===== src/sv/slesc_pkg.sv =====
// ----------------------------------------------------------------------------
// String literal escape decoder package
// Error codes, character constants and the hex digit decode shared by the
// decoder unit.
// ----------------------------------------------------------------------------
package slesc_pkg;

    // Error codes reported with every result item.
    localparam logic [2:0] ERR_NONE     = 3'd0;
    localparam logic [2:0] ERR_ESCAPE   = 3'd1;
    localparam logic [2:0] ERR_HEX      = 3'd2;
    localparam logic [2:0] ERR_UNICODE  = 3'd3;
    localparam logic [2:0] ERR_UNQUOTED = 3'd4;

    // Characters recognised in the literal.
    localparam logic [7:0] CH_QUOTE     = 8'h22;
    localparam logic [7:0] CH_APOS      = 8'h27;
    localparam logic [7:0] CH_QUESTION  = 8'h3f;
    localparam logic [7:0] CH_BACKSLASH = 8'h5c;
    localparam logic [7:0] CH_ZERO      = 8'h30;
    localparam logic [7:0] CH_A         = 8'h61;
    localparam logic [7:0] CH_B         = 8'h62;
    localparam logic [7:0] CH_T         = 8'h74;
    localparam logic [7:0] CH_N         = 8'h6e;
    localparam logic [7:0] CH_V         = 8'h76;
    localparam logic [7:0] CH_F         = 8'h66;
    localparam logic [7:0] CH_R         = 8'h72;
    localparam logic [7:0] CH_X         = 8'h78;
    localparam logic [7:0] CH_U         = 8'h75;

    // Decoded control bytes.
    localparam logic [7:0] BYTE_NUL = 8'h00;
    localparam logic [7:0] BYTE_BEL = 8'h07;
    localparam logic [7:0] BYTE_BS  = 8'h08;
    localparam logic [7:0] BYTE_HT  = 8'h09;
    localparam logic [7:0] BYTE_LF  = 8'h0a;
    localparam logic [7:0] BYTE_VT  = 8'h0b;
    localparam logic [7:0] BYTE_FF  = 8'h0c;
    localparam logic [7:0] BYTE_CR  = 8'h0d;

    // Result of decoding one hex digit.
    typedef struct packed {
        logic       ok;
        logic [3:0] value;
    } hex_digit_t;

    // Decode one character as a hex digit; letters of either case are 10..15.
    function automatic hex_digit_t hex_decode(input logic [7:0] c);
        hex_digit_t r;
        r.ok    = 1'b0;
        r.value = 4'd0;
        if (c >= 8'h30 && c <= 8'h39) begin
            r.ok    = 1'b1;
            r.value = c[3:0];
        end else if ((c >= 8'h61 && c <= 8'h66) || (c >= 8'h41 && c <= 8'h46)) begin
            r.ok    = 1'b1;
            r.value = c[3:0] + 4'd9;
        end
        return r;
    endfunction

endpackage


===== src/sv/string_literal_escape_decoder_unit.sv =====
// ----------------------------------------------------------------------------
// String literal escape decoder unit
// Decodes a double-quoted literal one character per item, including the
// escapes \0 \a \b \t \n \v \f \r \" \' \? \\ and \xHH, with sticky errors.
// ----------------------------------------------------------------------------
// An accepted item's result is in the output register in the following cycle.
// Throughput: one item per cycle; the single result register is refilled in the
// same cycle that it is drained, so only a held result stalls the input.
// Reset: synchronous, active low; the decoder waits for an opening quote with
// no error recorded and the result register empty.
module string_literal_escape_decoder_unit (
    input  logic       aclk,
    input  logic       aresetn,
    input  logic       s_valid,
    output logic       s_ready,
    input  logic [7:0] s_char_code,
    input  logic       s_is_first,
    input  logic       s_is_last,
    output logic       m_valid,
    input  logic       m_ready,
    output logic [7:0] m_out_byte,
    output logic       m_byte_valid,
    output logic       m_done_res,
    output logic [2:0] m_error_code
);

    typedef enum logic [2:0] {
        MODE_IDLE = 3'd0,
        MODE_BODY = 3'd1,
        MODE_ESC  = 3'd2,
        MODE_HEX1 = 3'd3,
        MODE_HEX2 = 3'd4,
        MODE_ERR  = 3'd5
    } mode_t;

    mode_t      mode_reg, mode_next;
    logic [3:0] nibble_reg, nibble_next;
    logic [2:0] err_reg, err_next;
    logic       out_valid_reg;
    logic [7:0] out_byte_reg, byte_next;
    logic       byte_valid_reg, bvalid_next;
    logic       done_reg;
    logic [2:0] out_err_reg;
    logic       accept;
    slesc_pkg::hex_digit_t hex;

    // The result register accepts a new item whenever it is empty or draining.
    assign s_ready = !out_valid_reg || m_ready;
    assign accept  = s_valid && s_ready;
    assign hex     = slesc_pkg::hex_decode(s_char_code);

    // Decode of one character against the current mode. A failure keeps the
    // first error and parks the decoder until the closing or next first item.
    always_comb begin
        mode_next   = mode_reg;
        nibble_next = nibble_reg;
        err_next    = err_reg;
        byte_next   = 8'd0;
        bvalid_next = 1'b0;
        if (s_is_first) begin
            nibble_next = 4'd0;
            if (s_char_code == slesc_pkg::CH_QUOTE) begin
                err_next  = slesc_pkg::ERR_NONE;
                mode_next = MODE_BODY;
            end else begin
                err_next  = slesc_pkg::ERR_UNQUOTED;
                mode_next = MODE_ERR;
            end
        end else if (s_is_last) begin
            unique case (mode_reg)
                MODE_BODY, MODE_ERR: begin
                end
                MODE_ESC: begin
                    if (err_reg == slesc_pkg::ERR_NONE) err_next = slesc_pkg::ERR_ESCAPE;
                    mode_next = MODE_ERR;
                end
                MODE_HEX1, MODE_HEX2: begin
                    if (err_reg == slesc_pkg::ERR_NONE) err_next = slesc_pkg::ERR_HEX;
                    mode_next = MODE_ERR;
                end
                default: begin
                    if (err_reg == slesc_pkg::ERR_NONE) err_next = slesc_pkg::ERR_UNQUOTED;
                    mode_next = MODE_ERR;
                end
            endcase
        end else begin
            unique case (mode_reg)
                MODE_BODY: begin
                    if (s_char_code == slesc_pkg::CH_BACKSLASH) begin
                        mode_next = MODE_ESC;
                    end else begin
                        byte_next   = s_char_code;
                        bvalid_next = 1'b1;
                    end
                end
                MODE_ESC: begin
                    mode_next   = MODE_BODY;
                    bvalid_next = 1'b1;
                    unique case (s_char_code)
                        slesc_pkg::CH_ZERO:      byte_next = slesc_pkg::BYTE_NUL;
                        slesc_pkg::CH_A:         byte_next = slesc_pkg::BYTE_BEL;
                        slesc_pkg::CH_B:         byte_next = slesc_pkg::BYTE_BS;
                        slesc_pkg::CH_T:         byte_next = slesc_pkg::BYTE_HT;
                        slesc_pkg::CH_N:         byte_next = slesc_pkg::BYTE_LF;
                        slesc_pkg::CH_V:         byte_next = slesc_pkg::BYTE_VT;
                        slesc_pkg::CH_F:         byte_next = slesc_pkg::BYTE_FF;
                        slesc_pkg::CH_R:         byte_next = slesc_pkg::BYTE_CR;
                        slesc_pkg::CH_QUOTE:     byte_next = slesc_pkg::CH_QUOTE;
                        slesc_pkg::CH_APOS:      byte_next = slesc_pkg::CH_APOS;
                        slesc_pkg::CH_QUESTION:  byte_next = slesc_pkg::CH_QUESTION;
                        slesc_pkg::CH_BACKSLASH: byte_next = slesc_pkg::CH_BACKSLASH;
                        slesc_pkg::CH_X: begin
                            bvalid_next = 1'b0;
                            mode_next   = MODE_HEX1;
                        end
                        slesc_pkg::CH_U: begin
                            bvalid_next = 1'b0;
                            if (err_reg == slesc_pkg::ERR_NONE) err_next = slesc_pkg::ERR_UNICODE;
                            mode_next = MODE_ERR;
                        end
                        default: begin
                            bvalid_next = 1'b0;
                            if (err_reg == slesc_pkg::ERR_NONE) err_next = slesc_pkg::ERR_ESCAPE;
                            mode_next = MODE_ERR;
                        end
                    endcase
                end
                MODE_HEX1: begin
                    if (hex.ok) begin
                        nibble_next = hex.value;
                        mode_next   = MODE_HEX2;
                    end else begin
                        if (err_reg == slesc_pkg::ERR_NONE) err_next = slesc_pkg::ERR_HEX;
                        mode_next = MODE_ERR;
                    end
                end
                MODE_HEX2: begin
                    if (hex.ok) begin
                        byte_next   = {nibble_reg, hex.value};
                        bvalid_next = 1'b1;
                        mode_next   = MODE_BODY;
                    end else begin
                        if (err_reg == slesc_pkg::ERR_NONE) err_next = slesc_pkg::ERR_HEX;
                        mode_next = MODE_ERR;
                    end
                end
                MODE_ERR: begin
                end
                default: begin
                    if (err_reg == slesc_pkg::ERR_NONE) err_next = slesc_pkg::ERR_UNQUOTED;
                    mode_next = MODE_ERR;
                end
            endcase
        end
    end

    // Decoder state and the result register. The closing item returns the
    // decoder to idle once its result has been captured.
    always_ff @(posedge aclk) begin
        if (!aresetn) begin
            mode_reg      <= MODE_IDLE;
            nibble_reg    <= 4'd0;
            err_reg       <= slesc_pkg::ERR_NONE;
            out_valid_reg <= 1'b0;
        end else begin
            if (accept) begin
                out_valid_reg  <= 1'b1;
                out_byte_reg   <= byte_next;
                byte_valid_reg <= bvalid_next;
                done_reg       <= s_is_last;
                out_err_reg    <= err_next;
                if (s_is_last) begin
                    mode_reg   <= MODE_IDLE;
                    nibble_reg <= 4'd0;
                    err_reg    <= slesc_pkg::ERR_NONE;
                end else begin
                    mode_reg   <= mode_next;
                    nibble_reg <= nibble_next;
                    err_reg    <= err_next;
                end
            end else if (m_ready) begin
                out_valid_reg <= 1'b0;
            end
        end
    end

    assign m_valid      = out_valid_reg;
    assign m_out_byte   = out_byte_reg;
    assign m_byte_valid = byte_valid_reg;
    assign m_done_res   = done_reg;
    assign m_error_code = out_err_reg;

    // A decoded byte is only ever delivered while the literal is free of errors.
    a_byte_no_error: assert property (@(posedge aclk) disable iff (!aresetn)
        m_valid && m_byte_valid |-> m_error_code == slesc_pkg::ERR_NONE)
        else $error("decoded byte delivered with an error recorded");

    // The closing item never yields a byte.
    a_done_no_byte: assert property (@(posedge aclk) disable iff (!aresetn)
        m_valid && m_done_res |-> !m_byte_valid)
        else $error("closing item produced a byte");

    // The error mode and a recorded error always go together.
    a_err_mode: assert property (@(posedge aclk) disable iff (!aresetn)
        (mode_reg == MODE_ERR) == (err_reg != slesc_pkg::ERR_NONE))
        else $error("error mode and recorded error disagree");

    // After a closing item the decoder waits for a fresh opening quote.
    a_last_idle: assert property (@(posedge aclk) disable iff (!aresetn)
        accept && s_is_last |=> mode_reg == MODE_IDLE && err_reg == slesc_pkg::ERR_NONE)
        else $error("decoder not idle after closing item");

endmodule


===== config.mk =====
export PLATFORM = sky130hd
export DESIGN_NAME = string_literal_escape_decoder_unit
export DESIGN_NICKNAME = d
export VERILOG_FILES = /design/src/sv/slesc_pkg.sv /design/src/sv/string_literal_escape_decoder_unit.sv
export SDC_FILE = /design/constraint.sdc
export NUM_CORES = 1
export LEC_CHECK = 0
export BUFFER_PORTS_ARGS = -buffer_cell sky130_fd_sc_hd__buf_2
export CAP_MARGIN = 15
export CORE_MARGIN = 10
export CORE_UTILIZATION = 61
export CTS_CLUSTER_SIZE = 12
export DETAILED_ROUTE_END_ITERATION = 8
export PLACE_DENSITY = 0.89
export REMOVE_ABC_BUFFERS = 1
export SLEW_MARGIN = 20
export SYNTH_ARGS = -nofsm -noshare
export SYNTH_HDL_FRONTEND = slang
export SYNTH_SLANG_ARGS = --single-unit
export TNS_END_PERCENT = 1

===== constraint.sdc =====
create_clock -name aclk -period 4.7 [get_ports aclk]
set_input_delay 1.175 -clock aclk [delete_from_list [all_inputs] [get_ports aclk]]
set_output_delay 1.175 -clock aclk [all_outputs]
set_load 0.02 [all_outputs]

Word level (Yosys, flattened, before mapping). Index checks and enable logic that the tools add are counted.

Reductions and logical operators: 19. Magnitude comparators: 6. Equal/unequal tests: 21. Mux-type cells: 36. Add/sub/neg operators: 1.

Operator list (count): 8-bit by 7-bit == test with 1-bit output, second input constant (10); 7-bit one-hot mux with 11 select lines (1); 3-bit two-way mux (14); 8-bit by 6-bit == test with 1-bit output, second input constant (4); 8-bit one-hot mux with 3 select lines (1); 3-bit one-hot mux with 3 select lines (2); 8-bit by 7-bit >= comparator with 1-bit output, second input constant (2); 8-bit by 7-bit <= comparator with 1-bit output, second input constant (2); 4-bit two-way mux (4); 8-bit two-way mux (2); 3-bit one-hot mux with 5 select lines (1); 13-bit OR reduction (1); 3-bit one-hot mux with 2 select lines (2); 12-bit OR reduction (1); 5-bit two-way mux (2); 8-bit by 6-bit >= comparator with 1-bit output, second input constant (1); 8-bit by 6-bit <= comparator with 1-bit output, second input constant (1); 3-bit by 2-bit == test with 1-bit output, second input constant (2); 3-bit == test, second input constant (2); 1-bit two-way mux (6); 3-bit AND reduction (2); 3-bit nonzero test (2); 2-bit OR reduction (3); 4-bit adder, second input constant (1); 10 further kinds (14).

Logic and storage cells: 91. Input port bits: 14. Register bits after elaboration: 24.

Longest topological paths before layout.
Depth in word-level cells: 10. Depth in mapped cells: 8. Depth with buffers taken out: 7.

Least setup slack after synthesis. No wires, ideal clock.

Path type: input port to flip-flop. Start: input s_char_code[0]. End: register out_err_reg[0], in the netlist m_error_code[0], data pin. Stages: 8. Arrival time: 2.724 ns. Setup slack: 1.796 ns. Data required time: 4.520 ns. Path buffers: 1. Cell sequence: inv_1 > ha_1 > clkbuf_1 > mux2i_1 > and4bb_2 > a2111oi_2 > nand4_1 > a221oi_1.

Longest elaborated chain between the ends: 9.

Ends and longest elaborated chain: start: declaration (RTL line string_literal_escape_decoder_unit.sv:16) `input logic [7:0] s_char_code,`; 8-bit by 7-bit >= comparator with 1-bit output or 8-bit by 7-bit <= comparator with 1-bit output (tied branches) (RTL line slesc_pkg.sv:55) `end else if ((c >= 8'h61 && c <= 8'h66) || (c >= 8'h41 && c <= 8'h46)) begin`; 1-bit logical AND (RTL line slesc_pkg.sv:55); 1-bit logical OR (RTL line slesc_pkg.sv:55); 5-bit two-way mux (RTL line slesc_pkg.sv:55); 5-bit two-way mux (RTL line slesc_pkg.sv:52) `if (c >= 8'h30 && c <= 8'h39) begin`; 3-bit two-way mux (RTL line string_literal_escape_decoder_unit.sv:138) `if (hex.ok) begin`; 3-bit one-hot mux with 3 select lines * (RTL line string_literal_escape_decoder_unit.sv:87) `unique case (mode_reg)`; 3-bit two-way mux * (RTL line string_literal_escape_decoder_unit.sv:69) `end else if (s_is_last) begin`; 3-bit two-way mux * (RTL line string_literal_escape_decoder_unit.sv:60) `if (s_is_first) begin`; named net err_next[0] (RTL line string_literal_escape_decoder_unit.sv:38) `logic [2:0] err_reg, err_next;`; end signal: assignment (RTL line string_literal_escape_decoder_unit.sv:171) `out_err_reg <= err_next;`; end: declaration (RTL line string_literal_escape_decoder_unit.sv:43) `logic [2:0] out_err_reg;`.

Mark *: on every way through the listed nets, which the timed path passes. The rest lies on a longest branch. A chain may end at the register's enable or synchronous reset.

Worst setup path after layout.
Start: input s_char_code[1]. End: register out_byte_reg[5], in the netlist m_out_byte[5], data pin.

Longest elaborated chain between the ends: 7.

Ends and longest elaborated chain: 8-bit by 7-bit >= comparator with 1-bit output or 8-bit by 7-bit <= comparator with 1-bit output (tied branches) (RTL line slesc_pkg.sv:55); 1-bit logical AND (RTL line slesc_pkg.sv:55); 1-bit logical OR (RTL line slesc_pkg.sv:55); 5-bit two-way mux (RTL line slesc_pkg.sv:55); 5-bit two-way mux (RTL line slesc_pkg.sv:52); 8-bit two-way mux (RTL line string_literal_escape_decoder_unit.sv:138); 8-bit one-hot mux with 3 select lines * (RTL line string_literal_escape_decoder_unit.sv:87); end signal: assignment (RTL line string_literal_escape_decoder_unit.sv:168) `out_byte_reg <= byte_next;`; end: declaration (RTL line string_literal_escape_decoder_unit.sv:40) `logic [7:0] out_byte_reg, byte_next;`.

Every way passes the cells marked *; elsewhere a longest branch is shown, timed or not.

==> flow_summary.yaml <==
worst_setup_path:
  cp_num_buf_inv: 2
  max_stage_delay_ns: 0.51
  critPathTopFamily: "compound AO/OA/AOI/OAI gates"
  critPathKind: "primary input to register"
  arrival_ns: 3.08
  reg2regPathDepth: 4
  path_cells: "buf_2 > inv_1 > ha_1 > o21ba_2 > o21ai_0 > a21oi_4 > a221oi_1 > nor2_1"
  endpoint_kind: "register"
  crit_required_ns: 4.79
  slowest_stage: "o21ai_0"
  setup.worst_path.start_class: "primary input"
  reg2reg_slack_ns: 2.44
  crit_fanout: 8
  r2r_start: "mode_reg[1]"
  rr_endpoint: "m_error_code[0]"
global_route:
  grt_pass1_wl_um: 8560
  grt_max_degree: 19
  antenna_found_initial: 0
  track_usage_pct: 16.8
  first_global_vias: 1792
  overflow: 0
clock_tree:
  cts_resized: 0
  cts.sinks: 24
  hold_buffers: 0
  cts.clk_slew.worst_paths_ns: 0.14
  postCtsSetupBuffers: 0
  numCtsBuffers: 3
  clock_latency_ns: 0.33
  root_buffer: "clkbuf_4"
  cts_tree: "built"
  clock_path_buffers: 2
  h-tree-depth: 1
finish:
  num_antenna_cells: 0
  final_area_um2: 2110
  largest_reg_flops: 8
  finalNetCount: 269
  syn_to_final_growth_pct: 8.77
  fill_cells: 256
  layout-drive-gt1-share_pct: 18.9
worst_hold_path:
  worstHoldEndpoint: "nibble_reg[2]"
  hold_class: "register to register"
  hp-start: "nibble_reg[2]"
  holdPathStages: 2
place:
  postPlaceCellArea_um2: 2060
  place_ws_ns: 1.44
  gp_congestion: 0.977
  hpwl_um: 3810
  place.port_buffers: 28
die:
  fp.dieArea_um2: 5840
  num_rows: 20
  initial_core_util_pct: 63.6
  die-width_um: 76.4
  io_pins: 29
  die_y_um: 76.4
  core_area_um2: 3050
route:
  final_antenna_net_count: 0
  dr_total_vias: 1990
  drtIter0Drc: 247
  via_per_inst: 6.79
  routed_wl_um: 5240
  avgRoutedWirePerCell_um: 17.9
  drc: 0
  drt_pre_antenna_iters: 5
logic_synthesis:
  yosys.area.top_type_share_pct: 20.1
  post_synth.cell_area_avg_um2: 8.36
  netlist_area_um2: 1940
  synth_edf_count: 13
  synth-seq-cells: 24
  syn_inst: 232
  synthArstFlopShare_pct: 0
  synth_cell_types: 61
  yosysWarnings: 0
  netlist_top_cells_count: "nand2_1, nor2_1, edfxtp_1"
  synth_seq_area_share_pct: 31.5
  ys.flop_type: "edfxtp_1"
  synth_area_leaders: "edfxtp_1, dfxtp_1, nand2_1, nor2_1, ha_1"
  yosys.area.top_type: "edfxtp_1"
  yosysMostFrequentCell: "nand2_1"
pwr:
  p_seq_share_pct: 50.1
  p_per_area_nw_per_um2: 221
  p_int_mw: 0.325
  p_switching_mw: 0.141
  comb_power_share_pct: 20.6
  clockPowerShare_pct: 29.3
  p_leak_nw: 0.746
  ir_worst_vdd_uv: 109
  switching_share_pct: 30.2
sta:
  max_freq_mhz: 335
  setup-tns-final_ns: 0
  rsz0062_at_grt: "no"
  slew_violations: 0
  tightest_slew_ns: 0.687
  fin_crit_sh_pct: 63.6
  relSlewSlack_pct: 53.0
  fin_crit_ns: 2.99
  finalSetupViolCount: 0
  skew_ns: 0.00180
  hold_viol_final: 0
  layout_setup_ws_ns: 1.71
job:
  max_cap_violations: 0
run_status:
  outcome: "finished clean"
how the worst max path moves through the flow:
| stage | startpoint | end | slack [ns] | depth (start not counted) |
|---|---|---|---|---|
| 2_1_floorplan | s_char_code[0] | m_error_code[0] | 1.87 | 7 |
| 3_3_place_gp | s_char_code[0] | m_error_code[0] | 1.52 | 8 |
| 3_5_place_dp | s_char_code[0] | m_error_code[0] | 1.44 | 8 |
| 4_1_cts | s_char_code[0] | m_error_code[0] | 1.79 | 8 |
| 5_1_grt | s_char_code[0] | m_error_code[0] | 1.54 | 8 |
| 6_report | s_char_code[1] | m_out_byte[5] | 1.71 | 8 |
power by group through the flow:
stage                     registers, mW  logic [mW]  clock network, mW
after floorplan                   0.242      0.0518                  0
after global placement            0.238      0.0925                  0
after detailed placement          0.238      0.0920                  0
after CTS                         0.233      0.0928              0.131
after global routing              0.234       0.103              0.142
final                             0.233      0.0960              0.136
logic make-up after synthesis:
kind of cell / after synthesis / share of synthesized area, %
and+or+nand+nor: 102 / 30.5
AOI/OAI and AO/OA: 69 / 26.0
buffers and inverters: 26 / 5.87
DFF: 24 / 31.5
adders and majority gates: 5 / 3.22
xor gates and xnor gates: 3 / 1.35
muxes: 3 / 1.55
routing by layer:
layer	track usage, %	vias to the layer above	routed length, µm
met5	0	-	0
met4	6.13	0	153
met3	3.18	25	561
li1	-	925	-
met2	25.9	141	2300
met1	22.6	899	2220
layout by cell type (no fill, tap or decap), types with 3 or more instances in the layout:
cell	count
buf_2	28
nand2_1	21
nor2_1	20
edfxtp_1	13
inv_1	11
a21oi_1	11
o21ai_0	11
dfxtp_1	11
nand4_1	8
nand3_1	7
nor3_1	6
a31oi_1	6
nor3b_1	5
ha_1	5
o22ai_1	4
nand3b_1	4
a21boi_0	4
or3_1	3
and4bb_2	3
o21a_1	3
nor4_1	3
nand4b_1	3
o41ai_1	3
a221oi_1	3
mux2i_1	3
and2_1	3
xnor2_1	3
a221o_1	3
a21o_1	3
clkbuf_4	3
worst min-delay path, cell delays in order (launching register included):
cell and delay (ns):
dfxtp_1 0.34, nand2_1 0.05, o21ai_0 0.06
cell type report:
cell class | instances | area (µm²) | area share, %
Sequential cell | 24 | 611 | 28.9
Inverter | 11 | 41.3 | 1.96
Tap cell | 44 | 55.1 | 2.61
Multi-Input combinational cell | 182 | 1220 | 57.6
Clock buffer | 4 | 47.5 | 2.25
Timing Repair Buffer | 28 | 140 | 6.64
through the flow:
stage / std cells / hold slack, ns / power, mW / utilization [%]
after floorplan: 217 / 0.436 / 0.294 / -
after global placement: 289 / 0.446 / 0.330 / 67.6
after detailed placement: 289 / 0.456 / 0.330 / 67.6
after CTS: 293 / 0.475 / 0.458 / 69.1
after global routing: 293 / 0.498 / 0.480 / 69.1
final: 293 / 0.478 / 0.466 / 69.1
(Power assumes the default switching activity.)
